==> src/design/dft_pkg.sv <==
// Package for the DALI forward-frame transmitter.
// Holds the phase type, item codes, the result struct and shared constants.
// No dependencies.
package dft_pkg;

  // Width of the frame field on the input channel
  localparam int unsigned IN_FRAME_W = 16;

  // Default number of bits in one forward frame
  localparam int unsigned FRAME_BITS_DEF = 16;

  // Item mode codes
  localparam logic MODE_TICK = 1'b0;
  localparam logic MODE_LOAD = 1'b1;

  typedef enum logic [1:0] {
    PH_IDLE  = 2'd0,
    PH_START = 2'd1,
    PH_DATA  = 2'd2,
    PH_STOP  = 2'd3
  } phase_t;

  // One result item
  typedef struct packed {
    logic line_level;
    logic frame_done;
    logic busy_res;
  } tx_result_t;

endpackage

==> src/design/dft_chan_if.sv <==
// Valid/ready channel interfaces for the DALI forward-frame transmitter.
// Depends on dft_pkg for the frame width.
interface dft_in_if
  import dft_pkg::*;
();
  logic                  valid;
  logic                  ready;
  logic                  mode;
  logic [IN_FRAME_W-1:0] frame;

  modport source (output valid, output mode, output frame, input ready);
  modport sink   (input valid, input mode, input frame, output ready);
endinterface

interface dft_out_if;
  logic valid;
  logic ready;
  logic line_level;
  logic frame_done;
  logic busy_res;

  modport source (output valid, output line_level, output frame_done, output busy_res,
                  input ready);
  modport sink   (input valid, input line_level, input frame_done, input busy_res,
                  output ready);
endinterface

==> src/design/dft_tx_core.sv <==
// Manchester sequencer core: frame, phase and bit-position registers.
// Advances one half-bit per accepted tick item. Depends on dft_pkg.
module dft_tx_core
  import dft_pkg::*;
#(
  parameter int unsigned FRAME_BITS = FRAME_BITS_DEF
) (
  input  logic                  clk,
  input  logic                  rst_n,
  input  logic                  step_en,   // item accepted this cycle
  input  logic                  mode,
  input  logic [IN_FRAME_W-1:0] frame,
  output tx_result_t            result_nxt // result after this item
);

  localparam int unsigned POS_W = $clog2(FRAME_BITS);
  localparam logic [POS_W-1:0] POS_LAST = POS_W'(FRAME_BITS - 1);

  phase_t                phase_r, phase_nxt;
  logic                  second_half_r, second_half_nxt;
  logic [POS_W-1:0]      bit_pos_r, bit_pos_nxt;
  logic [FRAME_BITS-1:0] held_frame_r, held_frame_nxt;
  logic                  pin_level_r, pin_level_nxt;
  logic                  done_flag_r, done_flag_nxt;
  logic                  cur_bit;

  assign cur_bit = held_frame_r[bit_pos_r];

  // Next state
  always_comb begin
    phase_nxt       = phase_r;
    second_half_nxt = second_half_r;
    bit_pos_nxt     = bit_pos_r;
    held_frame_nxt  = held_frame_r;
    pin_level_nxt   = pin_level_r;
    done_flag_nxt   = done_flag_r;
    if (mode == MODE_LOAD) begin
      // load is dropped unless idle
      if (phase_r == PH_IDLE) begin
        held_frame_nxt  = FRAME_BITS'(frame);
        phase_nxt       = PH_START;
        second_half_nxt = 1'b0;
        bit_pos_nxt     = POS_LAST;
      end
    end else begin
      case (phase_r)
        PH_START: begin
          if (!second_half_r) begin
            done_flag_nxt   = 1'b0;
            pin_level_nxt   = 1'b1;
            second_half_nxt = 1'b1;
          end else begin
            pin_level_nxt   = 1'b0;
            second_half_nxt = 1'b0;
            phase_nxt       = PH_DATA;
          end
        end
        PH_DATA: begin
          if (!second_half_r) begin
            pin_level_nxt   = cur_bit;
            second_half_nxt = 1'b1;
          end else begin
            pin_level_nxt   = ~cur_bit;
            second_half_nxt = 1'b0;
            if (bit_pos_r == '0) begin
              bit_pos_nxt = POS_LAST;
              phase_nxt   = PH_STOP;
            end else begin
              bit_pos_nxt = bit_pos_r - 1'b1;
            end
          end
        end
        PH_STOP: begin
          pin_level_nxt   = 1'b0;
          done_flag_nxt   = 1'b1;
          phase_nxt       = PH_IDLE;
          second_half_nxt = 1'b0;
        end
        default: begin
          // idle tick: hold everything
        end
      endcase
    end
  end

  // Outputs
  always_comb begin
    result_nxt.line_level = pin_level_nxt;
    result_nxt.frame_done = done_flag_nxt;
    result_nxt.busy_res   = (phase_nxt != PH_IDLE);
  end

  always_ff @(posedge clk) begin
    if (!rst_n) begin
      phase_r       <= PH_IDLE;
      second_half_r <= 1'b0;
      bit_pos_r     <= POS_LAST;
      pin_level_r   <= 1'b0;
      done_flag_r   <= 1'b0;
    end else if (step_en) begin
      phase_r       <= phase_nxt;
      second_half_r <= second_half_nxt;
      bit_pos_r     <= bit_pos_nxt;
      pin_level_r   <= pin_level_nxt;
      done_flag_r   <= done_flag_nxt;
    end
  end

  always_ff @(posedge clk) begin
    if (step_en) begin
      held_frame_r <= held_frame_nxt;
    end
  end

endmodule

==> src/design/dali_forward_frame_transmitter.sv <==
// Top level of the DALI forward-frame transmitter.
// Depends on dft_pkg, dft_in_if / dft_out_if and dft_tx_core.

// DALI-style Manchester forward-frame transmitter. Every input item gives
// exactly one result item. A load item (mode = 1) latches a frame and arms
// the block; it is ignored while a frame is in flight. Each tick item
// (mode = 0) then moves the line by one half-bit: start bit high/low, data
// bits MSB first (one = high/low, zero = low/high), and one low stop half-bit
// that sets frame_done and returns to idle. frame_done clears on the first
// half of the next start bit. Ticks while idle just repeat the current line
// level and flags. The result carries line level, done flag and busy after
// the item. Throughput is one item per clock unless the output stalls: the
// next state is computed combinationally from the sequencer registers, and
// the result is registered on acceptance; that output register doubles as the
// decoupling stage, so a new item is taken whenever the output is empty or
// being drained in the same cycle. FRAME_BITS sets the frame length (8..32);
// frame bits above the 16-bit input field are sent as zero.
module dali_forward_frame_transmitter
  import dft_pkg::*;
#(
  parameter int unsigned FRAME_BITS = FRAME_BITS_DEF
) (
  input  logic        clk,
  input  logic        rst_n,
  dft_in_if.sink      in_chan,
  dft_out_if.source   out_chan
);

  logic       in_accept;
  logic       out_valid_r;
  tx_result_t result_nxt;
  tx_result_t result_r;

  // Output stage drained or empty -> ready for the next item
  assign in_chan.ready = !out_valid_r || out_chan.ready;
  assign in_accept     = in_chan.valid && in_chan.ready;

  dft_tx_core #(
    .FRAME_BITS (FRAME_BITS)
  ) u_core (
    .clk        (clk),
    .rst_n      (rst_n),
    .step_en    (in_accept),
    .mode       (in_chan.mode),
    .frame      (in_chan.frame),
    .result_nxt (result_nxt)
  );

  always_ff @(posedge clk) begin
    if (!rst_n) begin
      out_valid_r <= 1'b0;
    end else if (in_accept) begin
      out_valid_r <= 1'b1;
    end else if (out_chan.ready) begin
      out_valid_r <= 1'b0;
    end
  end

  // Result payload, loaded on accept
  always_ff @(posedge clk) begin
    if (in_accept) begin
      result_r <= result_nxt;
    end
  end

  assign out_chan.valid      = out_valid_r;
  assign out_chan.line_level = result_r.line_level;
  assign out_chan.frame_done = result_r.frame_done;
  assign out_chan.busy_res   = result_r.busy_res;

endmodule

==> src/flat_wrapper.sv <==
// flat-port wrapper written by rule: the top's interface ports become plain ports
module dali_forward_frame_transmitter_flat import dft_pkg::*;
#(
  parameter int unsigned FRAME_BITS = FRAME_BITS_DEF
)
  (clk, rst_n, in_chan_valid, in_chan_mode, in_chan_frame, in_chan_ready, out_chan_valid, out_chan_line_level, out_chan_frame_done, out_chan_busy_res, out_chan_ready);
  dft_in_if in_chan_i ();
  dft_out_if out_chan_i ();
  input  logic clk;
  input  logic rst_n;
  input wire logic [$bits(in_chan_i.valid)-1:0] in_chan_valid;
  input wire logic [$bits(in_chan_i.mode)-1:0] in_chan_mode;
  input wire logic [$bits(in_chan_i.frame)-1:0] in_chan_frame;
  output wire logic [$bits(in_chan_i.ready)-1:0] in_chan_ready;
  output wire logic [$bits(out_chan_i.valid)-1:0] out_chan_valid;
  output wire logic [$bits(out_chan_i.line_level)-1:0] out_chan_line_level;
  output wire logic [$bits(out_chan_i.frame_done)-1:0] out_chan_frame_done;
  output wire logic [$bits(out_chan_i.busy_res)-1:0] out_chan_busy_res;
  input wire logic [$bits(out_chan_i.ready)-1:0] out_chan_ready;
  assign in_chan_i.valid = in_chan_valid;
  assign in_chan_i.mode = in_chan_mode;
  assign in_chan_i.frame = in_chan_frame;
  assign in_chan_ready = in_chan_i.ready;
  assign out_chan_valid = out_chan_i.valid;
  assign out_chan_line_level = out_chan_i.line_level;
  assign out_chan_frame_done = out_chan_i.frame_done;
  assign out_chan_busy_res = out_chan_i.busy_res;
  assign out_chan_i.ready = out_chan_ready;
  dali_forward_frame_transmitter #(.FRAME_BITS(FRAME_BITS)) u_core (.clk(clk), .rst_n(rst_n), .in_chan(in_chan_i), .out_chan(out_chan_i));
endmodule
==> config.mk <==
export PLATFORM = sky130hd
export DESIGN_NAME = dali_forward_frame_transmitter_flat
export DESIGN_NICKNAME = d
export VERILOG_FILES = /design/src/design/dft_pkg.sv /design/src/design/dft_chan_if.sv /design/src/design/dft_tx_core.sv /design/src/design/dali_forward_frame_transmitter.sv /design/src/flat_wrapper.sv
export SDC_FILE = /design/constraint.sdc
export NUM_CORES = 1
export LEC_CHECK = 0
export BUFFER_PORTS_ARGS = -buffer_cell sky130_fd_sc_hd__buf_2
export CAP_MARGIN = 0
export CORE_ASPECT_RATIO = 0.9
export CORE_MARGIN = 2
export CORE_UTILIZATION = 55
export DETAILED_ROUTE_END_ITERATION = 16
export PLACE_DENSITY = 0.84
export SETUP_SLACK_MARGIN = 0.15
export SLEW_MARGIN = 20
export SYNTH_ARGS = -nofsm -noshare
export SYNTH_HDL_FRONTEND = slang
export SYNTH_SLANG_ARGS = --single-unit
==> constraint.sdc <==
create_clock -name clk -period 5.9 [get_ports clk]
set_clock_uncertainty 0.1 [all_clocks]
set_input_delay 0.59 -clock clk [delete_from_list [all_inputs] [get_ports clk]]
set_output_delay 0.59 -clock clk [all_outputs]
set_load 0.05 [all_outputs]
Word level (Yosys, flattened, before mapping)
Cells that the tools add are included. Widths: inputs -> output; s select.

$lt $le $gt $ge: 1. Eq/ne operators: 4. Add/subtract/negate cells: 1. Bitwise operators: 1. Reductions and logical operators: 14. Muxes and demuxes: 25.

Operators with widths (number): $mux 4 (5); $mux 1 (10); $mux 2 (5); $reduce_bool 2->1 (4); $pmux 2 s3 (1); $reduce_and 3->1 (2); $lt 4x5->1 const B (1); $bmux 1 s4 (1); $eq 2x2->1 const B (2); $logic_not 4->1 (1); $pmux 1 s2 (2); $reduce_and 4->1 (1); $sub 4x1->4 const B (1); $pmux 1 s3 (1); $reduce_bool 3->1 (1); $eq 2x1->1 const B (1); $logic_not 2->1 (1); $ne 2x1->1 const B (1); $reduce_or 2->1 (1); $logic_and 1x1->1 (1); $logic_not 1->1 (1); $logic_or 1x1->1 (1); $not 1->1 (1).

Output and inout port bits: 5. Register bits: 29.

Depth between registers and ports, before layout
Depth after elaboration: 6. Mapped depth: 8. Depth with buffers taken out: 7.

Modules after synthesis
Synthesis repeated with hierarchy kept, for this count alone.

Cells, all modules: 119. Area total of the unflattened synthesis: 1405.1 µm².

By module, submodules not included: dft_tx_core (times used 1, area each 1257.5 µm², cells each 111, sequential area each 660.6 µm²); dali_forward_frame_transmitter (times used 1, area each 147.6 µm², cells each 8, sequential area each 110.1 µm²).

Worst setup path after synthesis
No wires, ideal clock.

Kind: input to register. Start point: in out_chan_ready. End point: reg u_core.u_core.held_frame_r[0] (enable). Required time: 5.412 ns. Arrival time: 2.122 ns. Path buffers: 1. Stages on the path: 4. Path slack: 3.290 ns. Path through: nand2b_1 -> nand2_1 -> clkbuf_1 -> nor2_1.

Longest elaborated chain between the ends: 3.

RTL lines: start: declaration (RTL line flat_wrapper.sv:19) `input wire logic [$bits(out_chan_i.ready)-1:0] out_chan_ready;`; $logic_or 1x1->1 (RTL line dali_forward_frame_transmitter.sv:35) `assign in_chan.ready = !out_valid_r || out_chan.ready;`; $logic_and 1x1->1 (RTL line dali_forward_frame_transmitter.sv:36) `assign in_accept = in_chan.valid && in_chan.ready;`; $reduce_and 3->1 (no line); end signal: assignment (RTL line dft_tx_core.sv:111) `held_frame_r <= held_frame_nxt;`; end: declaration (RTL line dft_tx_core.sv:22) `logic [FRAME_BITS-1:0] held_frame_r, held_frame_nxt;`.

Every way passes these cells. A chain may end at the register's enable or synchronous reset.

==> impl_results.md <==
- Mapped cell area: 1440 sq um
- Tcrit/Tclk final: between 30% and 40%
- Crit Path Class: reg2reg
- Critical Path AT: 2.24 ns
- Area grow syn2layout: 12.5%
- Warnings from Yosys: 0
- Setup-failing EPs final: 0
- Startpoint Class: register
- Tmin final: about 2.3 ns
- Layout cell share with drive strength beyond 1: 22.1%
- R2R depth: 7
- WL/cell: 12.0 microns
- CTS Buf Count: 5
- Slew at the pin closest to its max-slew limit: between 0.7 and 0.8 ns
- Crit path cell chain: inv_1 -> ha_1 -> or3b_1 -> nor2b_1 -> and4_1 -> o32ai_2 -> nor2_1
- Worst setup path startpoint: u_core.u_core.phase_r[0]
- Reg2Reg Capture Point: u_core.out_chan.line_level
- Row Count: 17
- Largest family of logic cells by synthesized area: simple AND/OR/NAND/NOR gates
- CP required: approximately 5.9 ns
- FF-to-FF setup slack: 3.61 ns
- CTS max path bufs: 2
- Post-synthesis mux area share: between 5 and 6%
- Die width: 58.0 microns
- RSZ-0062 raised after global routing: no
- Post-CTS Setup Repair Bufs: 0
- CP max stage cell: dfxtp_1
- Clock sink total: 29
- Die Footprint: 3050 sq um
- Initial antenna violation count: 0
- Hpwl dp: 1690 microns
- Pwr per Cell Area: 228 nW/um^2
- Fin nets: 189
- Cells after Synth: 136
- Final ANT Viol Nets: 0
- Critical Path Max Stage Delay: between 0.4 and 0.5 ns
- CTS tree: built
- Slew HR: 52.0%
- Initial Util: 58.5%
- Commonest register cell after synthesis: edfxtp_1
- Slew Limit Fails: 0
- GP Congestion: about 0.86
- Initial DRT Pass Iterations: 4
- Total number of vias: 1047
- Leak pwr: 0.000714 uW
- Register bit total from synthesis: 29
- Clock slew at reported path FFs: 0.08 ns
- Worst setup EP type: register
- Critical path buffer and inverter count: 1
- Multi-input logic area: 608 sq um
- Sequential-to-total area share from yosys stat: 53.4%
- Initial DRC Count: 31
- Root Buffer: clkbuf_4
- Non-Filler Instances: 191
- Synth Area in Compound Gates: 14.1%
- I/O Buffers: 25
- GR Overflow Total: 0
- Ports: 26
- Post-detailed-route DRC marker count: 0
- Hold buffer count at CTS: 0
- Critical path depth: 7
- Placed cells: 183
- Setup_tns: 0 ns
- Clock Latency Late Sink: about 0.30 ns
- Cell family with the largest share of critical-path delay: simple AND/OR/NAND/NOR gates
- Synth Area in XOR/XNOR: 0%
- Critical Path Fanout Max: 9
- Class of the worst hold path: in2reg
- Asr flop ratio synth: 0%
- Post_cts resized: 0
- Fillcell total: 195
- First-pass GRT wire length: around 4000 microns
- Status: finished clean
- Vias/cell: approximately 5.5
- Total GRT Usage: 17.8%
- Number of synthesized flops with an enable pin: 19
- Max Fclk: 0.437 GHz
- RR Startpoint: u_core.u_core.phase_r[0]
- Reg area: 771 sq um
- Synth Area in Adders: approximately 5.2%
- Simple-gate portion of the synthesized area: 17.0%
- Antenna Cells: 0
- Hold Vio Cnt, Final: 0
- Cell variety after synth: 39
- Die H: 52.6 microns
- Max VDD drop: 0.000203 V
- Synth Net Count: 163
- Largest net degree at the start of global routing: 17
- MaxCap Viol Count: 0
- H-tree Lvls: 2
- Worst setup path end: u_core.out_chan.line_level
- Vias in the first global route: 970
- Core Area: 2470 sq um
- Total wire length: 2300 microns
- Mean Syn Cell Area: 10.6 sq um
## logic make-up after synthesis
group	after synthesis
multiplexers	8
AO/OA/AOI/OAI	30
flip-flops	29
adder cells (fa/ha/maj)	6
buffers and inverters	15
AND/OR/NAND/NOR	48
## synthesized netlist by cell type (2+ instances only)
| cell | number | area, sq um |
|---|---|---|
| a21boi_0 | 2 | 15.0 |
| a21oi_1 | 6 | 30.0 |
| a31oi_1 | 2 | 12.5 |
| buf_2 | 2 | 10.0 |
| clkbuf_1 | 3 | 11.3 |
| dfxtp_1 | 10 | 200 |
| edfxtp_1 | 19 | 571 |
| ha_1 | 6 | 75.1 |
| inv_1 | 9 | 33.8 |
| mux2i_1 | 7 | 70.1 |
| nand2_1 | 15 | 56.3 |
| nand2b_1 | 2 | 12.5 |
| nand3_1 | 2 | 10.0 |
| nor2_1 | 11 | 41.3 |
| nor2b_1 | 5 | 31.3 |
| nor3b_1 | 3 | 22.5 |
| o21ai_0 | 9 | 45.0 |
| o22ai_1 | 2 | 12.5 |
## cell type report
class	instances	area share, %
Tap cell	28	2.16
Timing Repair Buffer	25	7.71
Inverter	9	2.08
Clock buffer	5	2.31
Sequential cell	29	47.5
Multi-Input combinational cell	92	37.5
Clock inverter	3	0.771
## registers in the layout, indices dropped and copies added, names as in the netlist
register / flops
u_core.u_core.held_frame_r: 16
u_core.u_core.bit_pos_r: 4
u_core.u_core.phase_r: 2
u_core.out_chan.busy_res: 1
u_core.out_chan.frame_done: 1
u_core.out_chan.line_level: 1
u_core.out_chan.valid: 1
u_core.u_core.done_flag_r: 1
u_core.u_core.pin_level_r: 1
u_core.u_core.second_half_r: 1
## metrics by stage
step	power (uW)	util [%]	instance area (sq um)	setup WS (ns)	hold WS [ns]
2_1_floorplan	260	-	1440	3.29	0.372
3_3_place_gp	271	63.6	1570	3.48	0.391
3_5_place_dp	272	63.6	1570	3.39	0.391
4_1_cts	374	65.7	1620	3.49	0.342
5_1_grt	392	65.8	1620	3.53	0.323
6_report	370	65.8	1620	3.61	0.356
## worst min path at each step
| stage | from | endpoint | slack [ns] | cells after the start |
|---|---|---|---|---|
| finish | in_chan_frame[10] | u_core.u_core.held_frame_r[10] | 0.36 | 1 |
| floorplan | u_core.u_core.done_flag_r | u_core.u_core.done_flag_r | 0.37 | 2 |
| detailed placement | u_core.u_core.done_flag_r | u_core.u_core.done_flag_r | 0.39 | 2 |
| global placement | u_core.u_core.done_flag_r | u_core.u_core.done_flag_r | 0.39 | 2 |
| global route | in_chan_frame[2] | u_core.u_core.held_frame_r[2] | 0.32 | 1 |
| CTS | in_chan_frame[10] | u_core.u_core.held_frame_r[10] | 0.34 | 1 |
## layout by cell type, fill, tap and decap left out, types with 2 or more instances in the layout
| master | Yosys | final |
|---|---|---|
| o21ai_0 | 9 | 9 |
| nor3b_1 | 3 | 3 |
| a21oi_1 | 6 | 6 |
| clkbuf_4 | 0 | 5 |
| a31oi_1 | 2 | 2 |
| a21boi_0 | 2 | 2 |
| dfxtp_1 | 10 | 10 |
| buf_2 | 2 | 25 |
| nand3_1 | 2 | 2 |
| inv_1 | 9 | 9 |
| ha_1 | 6 | 6 |
| clkinv_1 | 0 | 2 |
| nand2b_1 | 2 | 2 |
| o22ai_1 | 2 | 2 |
| nor2_1 | 11 | 10 |
| mux2i_1 | 7 | 7 |
| nor2b_1 | 5 | 5 |
| nand2_1 | 15 | 15 |
| edfxtp_1 | 19 | 19 |
## power breakdown
part / total (uW) / leakage, uW / switching, uW / internal, uW
Combinational: 38.5 / 0.000424 / 25.1 / 13.4
Sequential: 229 / 0.000260 / 3.31 / 226
Clock: 103 / 0.0000300 / 59.7 / 43.0
## per-layer routing
layer	GRT usage, %	wire, microns	vias up
met5	0	0	-
met4	11.2	42	0
met3	4.94	106	4
met2	28.0	1050	34
met1	21.7	1100	465
li1	-	-	544
Note: power is estimated with default switching activity, not from simulation.
